**src/hdl/csb_pkg.sv**
```systemverilog
package csb_pkg;

	localparam int DEPTH      = 32;
	localparam int WORD_WIDTH = 64;

	// Count and cursor must hold DEPTH itself; cell indexes need only DEPTH - 1.
	localparam int CNT_W = $clog2(DEPTH + 1);
	localparam int IDX_W = $clog2(DEPTH);

	localparam int FUNC_W  = 3;
	localparam int VALUE_W = 64;
	localparam int COUNT_W = 6;

	typedef logic [WORD_WIDTH-1:0] word_t;
	typedef logic [CNT_W-1:0]      cnt_t;

	typedef enum logic [FUNC_W-1:0] {
		OP_QUERY   = 3'd0,
		OP_START   = 3'd1,
		OP_ADVANCE = 3'd2,
		OP_INSERT  = 3'd3,
		OP_ATTACH  = 3'd4,
		OP_REMOVE  = 3'd5
	} op_t;

	typedef struct packed {
		logic load;
		op_t  op;
		logic err;
	} cmd_t;

	typedef struct packed {
		logic have;
		logic full;
	} status_t;

endpackage

```
**src/hdl/csb_ctrl.sv**
```systemverilog
module csb_ctrl (
	input  logic                        clk,
	input  logic                        arst_n,
	input  logic                        req_valid,
	input  logic [csb_pkg::FUNC_W-1:0]  req_func,
	output logic                        req_ready,
	output logic                        rsp_valid,
	input  logic                        rsp_ready,
	input  csb_pkg::status_t            stat,
	output csb_pkg::cmd_t               cmd
);

	typedef enum logic {
		ST_EMPTY,
		ST_FULL
	} state_t;

	state_t state_q;
	logic   accept;

	// A new request may enter while the held response is taken in the same cycle.
	assign req_ready = (state_q == ST_EMPTY) || rsp_ready;
	assign accept    = req_valid && req_ready;

	always_comb begin
		cmd.load = accept;
		cmd.op   = csb_pkg::OP_QUERY;
		cmd.err  = 1'b0;
		unique case (req_func)
			csb_pkg::OP_START: begin
				cmd.op = csb_pkg::OP_START;
			end
			csb_pkg::OP_ADVANCE, csb_pkg::OP_REMOVE: begin
				if (stat.have) begin
					cmd.op = csb_pkg::op_t'(req_func);
				end else begin
					cmd.err = 1'b1;
				end
			end
			csb_pkg::OP_INSERT, csb_pkg::OP_ATTACH: begin
				if (!stat.full) begin
					cmd.op = csb_pkg::op_t'(req_func);
				end else begin
					cmd.err = 1'b1;
				end
			end
			default: begin
				cmd.op = csb_pkg::OP_QUERY;
			end
		endcase
	end

	always_ff @(posedge clk or negedge arst_n) begin
		if (!arst_n) begin
			state_q   <= ST_EMPTY;
			rsp_valid <= 1'b0;
		end else begin
			unique case (state_q)
				ST_EMPTY: begin
					if (accept) begin
						state_q   <= ST_FULL;
						rsp_valid <= 1'b1;
					end
				end
				ST_FULL: begin
					if (rsp_ready && !accept) begin
						state_q   <= ST_EMPTY;
						rsp_valid <= 1'b0;
					end
				end
				default: begin
					state_q   <= ST_EMPTY;
					rsp_valid <= 1'b0;
				end
			endcase
		end
	end

endmodule

```
**config.mk**
```make
export PLATFORM = sky130hd
export DESIGN_NAME = csb_ctrl
export DESIGN_NICKNAME = d
export VERILOG_FILES = /design/src/hdl/csb_pkg.sv /design/src/hdl/csb_ctrl.sv
export SDC_FILE = /design/constraint.sdc
export NUM_CORES = 1
export LEC_CHECK = 0
export BUFFER_PORTS_ARGS = -buffer_cell sky130_fd_sc_hd__buf_4
export CORE_AREA = 2 2 39 41
export CTS_CLUSTER_SIZE = 24
export DETAILED_ROUTE_END_ITERATION = 16
export DIE_AREA = 0 0 41 43
export SETUP_SLACK_MARGIN = 0.5
export SYNTH_ARGS = -nofsm -noshare
export SYNTH_HDL_FRONTEND = slang
export SYNTH_SLANG_ARGS = --single-unit
```
**constraint.sdc**
```tcl
create_clock -name clk -period 2 [get_ports clk]
set_clock_uncertainty 0.15 [all_clocks]
set_input_delay 0.3 -clock clk [delete_from_list [all_inputs] [get_ports clk]]
set_output_delay 0.3 -clock clk [all_outputs]
set_load 0.005 [all_outputs]
```
==> results of run 1 <==
-- worst max-delay path by stage --
| stage | to | slack (ns) | start | depth (start not counted) |
|---|---|---|---|---|
| 2_1_floorplan | cmd[4] | 0.85 | rsp_ready | 4 |
| 3_5_place_dp | cmd[2] | 0.66 | req_func[0] | 4 |
| 3_3_place_gp | cmd[2] | 0.66 | req_func[0] | 4 |
| 4_1_cts | cmd[4] | 0.63 | state_q | 3 |
| 5_1_grt | cmd[4] | 0.55 | state_q | 3 |
| 6_report | cmd[4] | 0.64 | state_q | 3 |
-- critical path, stage by stage, from the launching register on --
cell	delay, ns
dfrtp_1	0.33
nand2_1	0.08
and2_1	0.16
buf_4	0.13
-- per-layer routing --
| layer | up-vias | global-route usage |
|---|---|---|
| met1 | 91 | 0.0675 |
| met4 | 0 | 0.0800 |
| met2 | 7 | 0.0844 |
| li1 | 109 | - |
| met3 | 0 | 0.0157 |
| met5 | - | 0 |
-- through the flow --
stage	instance area [um2]	total power, W	std cells
after detailed placement	289	0.0000999	52
after global routing	322	0.000204	56
after global placement	289	0.0000991	52
after floorplan	164	0.0000681	22
after CTS	322	0.000193	56
final	322	0.000187	56
-- synthesized netlist by cell type (all sizes together) --
| cell type | count | share of area |
|---|---|---|
| o21a | 1 | 0.046 |
| and2 | 1 | 0.038 |
| nor2b | 3 | 0.11 |
| buf | 1 | 0.046 |
| mux2i | 1 | 0.061 |
| inv | 2 | 0.046 |
| o2bb2ai | 1 | 0.053 |
| o21ai | 1 | 0.031 |
| nand2 | 1 | 0.023 |
| dfrtp | 2 | 0.31 |
| a21oi | 3 | 0.092 |
| nand2b | 2 | 0.076 |
| nor2 | 3 | 0.069 |
-- area by class of cell --
class | count | area share
timing repair buffer | 16 | 0.381
multi-input combinational | 17 | 0.307
sequential | 2 | 0.156
clock buffer | 3 | 0.0700
tap | 16 | 0.0623
inverter | 2 | 0.0233
-- placed cells by master, fill, tap and decap left out, drive strengths merged --
master       netlist  routed
nand2              1       1
o21a               1       1
and2               1       1
clkbuf             0       3
dfrtp              2       2
a21oi              3       3
inv                2       2
buf                1      15
o21ai              1       1
nor2b              3       3
o2bb2ai            1       1
mux2i              1       1
nand2b             2       2
dlygate4sd3        0       1
nor2               3       3
-- where the power goes --
part | internal [W] | total, W | leakage, nW | switching, W
Clock | 0.0000660 | 0.0000868 | 0.0138 | 0.0000208
Combinational | 0.0000329 | 0.0000523 | 0.126 | 0.0000194
Sequential | 0.0000451 | 0.0000477 | 0.0232 | 0.00000258
-- kinds of logic (layout without fill, tap and decap cells) --
family                 after synthesis  after routing
muxes                                1              1
and+or+nand+nor                     10             10
AOI/OAI and AO/OA                    6              6
DFF                                  2              2
buffers and inverters                3             21
-- sequential cells by signal (all words and copies together), names as in the netlist --
register	count
rsp_valid	1
state_q	1
==> results.yml, run 1 <==
worst_setup_path:
  cp.arrival_ns: 0.91
  r2r_slack_ns: 1.20
  r2r_cells: 2
  path_class: "flop to output pin"
  reg2reg_from: "rsp_valid"
  critPathLaunchType: "flop"
  cp_max_fo: 3
  end_kind: "output pin"
  cp.required_ns: 1.55
  r2r-end: "rsp_valid"
logic_synthesis:
  syn_inst: 22
  synth_adder_area_share: 0
  yosysWarnings: 0
  synth_nets: 31
  synthMuxAreaShare: 0.0611
  netlist_area_um2: 164
  syn_avg_cell_area_um2: 7.45
  synth_top_family_by_area: "simple AND/OR/NAND/NOR gates"
  synth-seq-cells: 2
  synth_cell_types: 13
  synth-simple-area-share: 0.321
  synth-xor-area-share: 0
  synth-compound-area-share: 0.221
  yosysSeqAreaShare: 0.305
route:
  drt_iter0_markers: 2
  route.met3.wl_um: 24
  highest_layer: "met3"
  met1_length_um: 159
  drt_wl_total_um: 384
  drc: 0
  wire_per_inst_um: 6.86
  vias_per_cell: 3.70
  num_vias: 207
  detail-route-antenna-nets: 0
  dr.pass1.iters: 4
  routed-wl-met2_um: 200
min_path:
  hold_path_depth: 2
  min-delay-start: "req_valid"
  min_to: "state_q"
  worstHoldPathType: "input port to flop"
grt:
  grt_max_degree: 5
  antenna_found_initial: 0
  grt_pass1_wl_um: 710
  grt.overflow.total: 0
  grt_pass1_vias: 207
  grt_use_total: 0.0633
cts:
  cts_sinks: 2
  clk_latency_ns: 0.22
  cts_hold_buf: 1
  cts_resized: 0
  cts_root_buffer: "clkbuf_4"
  cts_buffers: 3
  cts_max_path_buffers: 2
  htree_levels: 1
  cts_tree: "yes"
  path_clk_slew_ns: 0.03
  post_cts_buffers: 0
sta:
  relSlewSlack: 0.878
  max_freq_ghz: 0.735
  setup_ws_ns: 0.639
  worstMarginPinSlew_ns: 0.178
  rsz0062_at_grt: "no"
  final_max_slew_viol_count: 0
  fin_tns_setup_ns: 0
  fin_crit_sh: 0.680
  min_period_ns: 1.36
  hold_viol: 0
  setup_violations: 0
  fin_hold_ws_ns: 0.159
place:
  dp_slack_ns: 0.663
  dp.final_hpwl_um: 326
  portBuffers: 15
  gp_congestion: 0.502
layout:
  nets: 51
  multiInputGateArea_um2: 98.8
  antenna_cells: 0
  final_util: 0.232
  fillers: 158
  seqCellArea_um2: 50.0
  area_growth_pct: 96.2
  drive_above_1_share: 0.450
die:
  rows: 14
  core_um2: 1380
  start_util: 0.118
  die_y_um: 43
  io_pins: 16
  die-area_um2: 1760
  die_width_um: 41
job:
  maxCapViolations: 0
pwr:
  powerDensity_nw_per_um2: 581
  max-vdd-ir-drop_mv: 0.320
  p_leak_nw: 0.163
run_status:
  outcome: "completed"
(Power assumes the default switching activity.)
==> inputs of run 2 (changes only) <==
- ABC_AREA: default -> 1
- clock period: 2 -> 1.2 ns (I/O delays scaled with it)
==> run 2 against run 1 <==
Compared with the run above: synthesized cell count up 50%; non-clock buffer count up 2; final area up 54%; global-route usage up 2.5 points; combinational power rose to 3.1 times the previous value; critical endpoint unchanged; highest routed layer unchanged.
==> results.yml, run 2 <==
run_status:
  outcome: "completed"
pwr:
  pwr-share-clk: 0.384
  powerDensity_nw_per_um2: 793
  p_sw_frac: 0.285
  intPower_w: 0.000281
  combPwrFrac: 0.406
  fin_total_pwr_w: 0.000393
  p_leak_nw: 0.245
  p_seq_frac: 0.209
  switchingPower_w: 0.000112
  max-vdd-ir-drop_mv: 0.475
layout:
  nets: 64
  reg.largest.list: "rsp_valid: 1 flops, state_q: 1 flops"
  layout_common_cells: "10 x buf_4, 8 x nand2_1, 4 x buf_6"
  area_growth_pct: 164
  antenna_cells: 0
  layout_commonest_cell: "buf_4"
  fillers: 143
  drive_above_1_share: 0.604
  final_util: 0.358
logic_synthesis:
  yosys-top-cells-count: "9 x nand2_1, 8 x inv_1, 5 x nand3_1"
  syn_inst: 33
  yosysWarnings: 0
  yosysMostFrequentCell: "nand2_1"
  synthTopCellsByArea: "dfrtp_1 27%, nand2_1 18%, inv_1 16%"
  synth-main-ff-cell: "dfrtp_1"
  synth_nets: 42
  yosysSeqAreaShare: 0.267
  async_reset_ff_frac: 1.00
  synth_cell_types: 9
  synth.top_cell.area_share: 0.267
  synth_edf_count: 0
  synth-seq-cells: 2
  netlist_area_um2: 188
  syn_avg_cell_area_um2: 5.69
  post-synth-top-area-cell: "dfrtp_1"
worst_setup_path:
  cp_max_fo: 3
  critPathLaunchType: "flop"
  worstPathCellList: "a21oi_2, buf_4"
  r2r-end: "rsp_valid"
  crit_slowest_cell: "dfrtp_1"
  r2r_slack_ns: 0.24
  reg2reg_from: "state_q"
  cp_top_family: "flip-flops"
  path_class: "flop to output pin"
  cp.arrival_ns: 0.87
  r2r_cells: 4
  crit_path_max_incr_delay_ns: 0.40
  path_buf_inv: 1
  end_kind: "output pin"
  cp.required_ns: 0.87
min_path:
  worstHoldPathType: "input port to flop"
  min_to: "state_q"
  hold_path_depth: 3
  min-delay-start: "req_valid"
die:
  core_um2: 1380
  rows: 14
  die_width_um: 41
  start_util: 0.136
  io_pins: 16
  die_y_um: 43
  die-area_um2: 1760
route:
  wire_per_inst_um: 9.16
  vias_per_cell: 4.25
  dr.pass1.iters: 1
  drt_iter0_markers: 0
  num_vias: 293
  drc: 0
  drt_wl_total_um: 632
  detail-route-antenna-nets: 0
place:
  portBuffers: 15
  dp.final_hpwl_um: 430
  gp_congestion: 0.605
  dp_slack_ns: 0.123
sta:
  hold_viol: 0
  setup_violations: 0
  max_freq_ghz: 0.834
  rsz0062_at_grt: "yes"
  min_period_ns: 1.20
  relSlewSlack: 0.912
  final_max_slew_viol_count: 0
  setup_ws_ns: 0.00101
  worstMarginPinSlew_ns: 0.132
  fin_tns_setup_ns: 0
  fin_crit_sh: 0.999
cts:
  cts_tree: "yes"
  path_clk_slew_ns: 0.03
  cts_root_buffer: "clkbuf_4"
  cts_sinks: 2
  cts_max_path_buffers: 2
  cts_buffers: 3
  htree_levels: 1
  clk_latency_ns: 0.22
grt:
  grt_pass1_vias: 287
  grt_pass1_wl_um: 972
  grt_max_degree: 7
  antenna_found_initial: 0
  grt.overflow.total: 0
  grt_use_total: 0.0884
job:
  maxCapViolations: 0
==> run 2: how the worst max path moves through the flow <==
stage	start	endpoint	slack [ns]	cells after the start
2_1_floorplan	state_q	cmd[4]	0.26	2
5_1_grt	state_q	cmd[4]	-0.04	2
3_3_place_gp	req_func[1]	cmd[0]	0.13	5
3_5_place_dp	req_func[1]	cmd[0]	0.12	5
6_report	state_q	cmd[4]	0.001	2
4_1_cts	state_q	cmd[4]	-0.001	2
==> run 2: logic make-up after synthesis <==
kind of cell           share of synthesized area
AOI/OAI and AO/OA                          0.133
buffers and inverters                      0.200
DFF                                        0.267
and+or+nand+nor                            0.400
==> run 2: worst min-delay path: cells and delay by family <==
family / cells / cell delay, ns
buffers and inverters: 2 / 0.14
AND/OR/NAND/NOR: 1 / 0.09
==> run 2: what timing repair did <==
action	CTS	global route
endpoints found under the setup margin	9	9
buffers inserted	1	1
hold buffers	1	0
endpoints found under the hold margin	2	0
resized for setup	15	6
pin swaps	9	3
==> run 2: layer usage <==
layer  up-vias  part of all wire  GRT usage
li1        152                 -          -
met1       129              0.36     0.0675
met2        12              0.58      0.144
met3         0             0.060     0.0471
met4         0                 0     0.0800
met5         -                 0          0
==> run 2: power groups by stage <==
stage	logic (W)	clock network, W	registers, W
2_1_floorplan	0.0000491	0	0.0000816
5_1_grt	0.000174	0.000170	0.0000831
3_5_place_dp	0.000116	0	0.0000818
3_3_place_gp	0.000115	0	0.0000815
4_1_cts	0.000145	0.000153	0.0000818
6_report	0.000160	0.000151	0.0000822
==> run 2: cell type report <==
class | instances | area [um2] | share of cell area
timing repair buffer | 18 | 190 | 0.384
multi-input combinational | 22 | 143 | 0.288
tap | 16 | 20.0 | 0.0404
clock buffer | 3 | 22.5 | 0.0455
sequential | 2 | 50.0 | 0.101
inverter | 8 | 70.1 | 0.141
==> run 2: through the flow <==
| stage | instance area (um2) | cells | hold slack [ns] |
|---|---|---|---|
| 3_5_place_dp | 373 | 63 | -0.186 |
| 4_1_cts | 467 | 68 | 0.0523 |
| 5_1_grt | 495 | 69 | 0.0900 |
| 3_3_place_gp | 373 | 63 | -0.187 |
| 2_1_floorplan | 248 | 33 | -0.266 |
| 6_report | 495 | 69 | 0.0763 |
==> inputs of run 3 (changes only) <==
- GPL_TIMING_DRIVEN: default -> 0
==> run 3 against run 2 <==
Compared with the run above: register-to-register slack got worse by 0.04 ns; utilization rose by 0.45 points; sequential power fell by 1%; the flow now finishes with violations (setup timing); sequential share of layout area fell by 0.13 points; global-route usage barely moved; sequential cell count did not move; critical endpoint unchanged; wire length fell by 4.3%; non-clock buffer count rose by 1; final cell count rose by 1.4%; critical path depth rose by 1; first-iteration DRC count rose by 1; combinational power barely moved.
==> results.yml, run 3 (same netlist as run 2, synthesis figures left out) <==
run_status:
  outcome: "finished with violations"
  violations: "setup timing"
layout:
  nets: 65
  fin_cells: 70
  reg.largest.list: "rsp_valid: 1 flops, state_q: 1 flops"
  fillers: 151
  area_growth_pct: 167
  seqCellArea_um2: 50.0
  drive_above_1_share: 0.630
  layout_common_cells: "10 x buf_4, 7 x nand2_1, 5 x buf_6"
  multiInputGateArea_um2: 145
  antenna_cells: 0
  layout_commonest_cell: "buf_4"
min_path:
  worstHoldPathType: "input port to flop"
die:
  core_um2: 1380
  io_pins: 16
  die_width_um: 41
  start_util: 0.136
  die_y_um: 43
  rows: 14
  die-area_um2: 1760
grt:
  grt_use_total: 0.0884
  grt.overflow.total: 0
  grt_max_degree: 7
  grt_pass1_vias: 274
  antenna_found_initial: 0
  grt_pass1_wl_um: 979
sta:
  fin_hold_ws_ns: 0.0573
  setup_ws_ns: -0.0448
  rsz0062_at_grt: "yes"
  min_period_ns: 1.24
  setup_violations: 2
  fin_crit_sh: 1.04
  hold_viol: 0
  max_freq_ghz: 0.803
  fin_tns_setup_ns: -0.0849
  relSlewSlack: 0.911
  worstMarginPinSlew_ns: 0.133
  final_max_slew_viol_count: 0
cts:
  path_clk_slew_ns: 0.03
  cts_sinks: 2
  htree_levels: 1
  clk_latency_ns: 0.22
  cts_max_path_buffers: 2
  cts_buffers: 3
  cts_root_buffer: "clkbuf_4"
  cts_tree: "yes"
job:
  maxCapViolations: 0
pwr:
  fin_total_pwr_w: 0.000387
  powerDensity_nw_per_um2: 771
  max-vdd-ir-drop_mv: 0.534
  p_leak_nw: 0.249
worst_setup_path:
  critPathLaunchType: "flop"
  path_class: "flop to output pin"
  cp.required_ns: 0.87
  cp_max_fo: 2
  cp.arrival_ns: 0.91
  end_kind: "output pin"
place:
  dpl.cell_count: 64
  gp_congestion: 0.571
  portBuffers: 15
  dp.final_hpwl_um: 441
  dp_slack_ns: 0.126
route:
  vias_per_cell: 4.14
  wire_per_inst_um: 8.64
  num_vias: 290
  detail-route-antenna-nets: 0
  drt_iter0_markers: 1
  drt_wl_total_um: 605
  dr.pass1.iters: 4
  drc: 0
[run 3: cell type report]
cell class / instances / share of cell area
Buffer: 1 / 0.0150
Clock buffer: 3 / 0.0449
Inverter: 8 / 0.125
Multi-Input combinational cell: 22 / 0.289
Sequential cell: 2 / 0.0998
Tap cell: 16 / 0.0399
Timing Repair Buffer: 18 / 0.387
[run 3: worst paths after layout]
path	start	to	slack, ns	depth (start not counted)
setup / recovery	state_q	cmd[4]	-0.04	3
min in group asynchronous	arst_n	rsp_valid	0.12	2
max in group asynchronous	arst_n	state_q	0.69	2
hold / removal	req_valid	state_q	0.06	3
setup reg to reg	state_q	state_q	0.20	4
hold reg to reg	rsp_valid	rsp_valid	0.36	2
[run 3: where the power goes]
part,total [W],leakage [nW],internal [W],switching (W)
combinational,0.000159,0.213,0.0000943,0.0000646
sequential,0.0000813,0.0226,0.0000758,0.00000553
clock,0.000147,0.0138,0.000110,0.0000363
[run 3: per-stage QoR]
stage / area, um2 / utilization
6_report: 502 / 0.363
3_5_place_dp: 380 / 0.275
3_3_place_gp: 380 / 0.275
4_1_cts: 495 / 0.358
5_1_grt: 502 / 0.363
2_1_floorplan: 248 / -
[run 3: timing repair]
action | in CTS | in global routing
hold endpoints to repair | 2 | 0
endpoints found under the setup margin | 9 | 9
buffers inserted | 2 | 0
resized for setup | 19 | 2
cloned | 0 | 0
hold buffers | 1 | 0
pin swaps | 10 | 2
[run 3: layer usage]
layer | GRT usage | vias to the layer above | part of all wire
met5 | 0 | - | 0
met4 | 0.0800 | 0 | 0
met3 | 0.0524 | 0 | 0.083
met2 | 0.147 | 14 | 0.57
met1 | 0.0613 | 129 | 0.34
li1 | - | 147 | -
[run 3: critical path: stages, from the launching register on]
cell     delay (ns)
dfrtp_1        0.38
a21oi_2        0.12
buf_4          0.11
buf_6          0.08
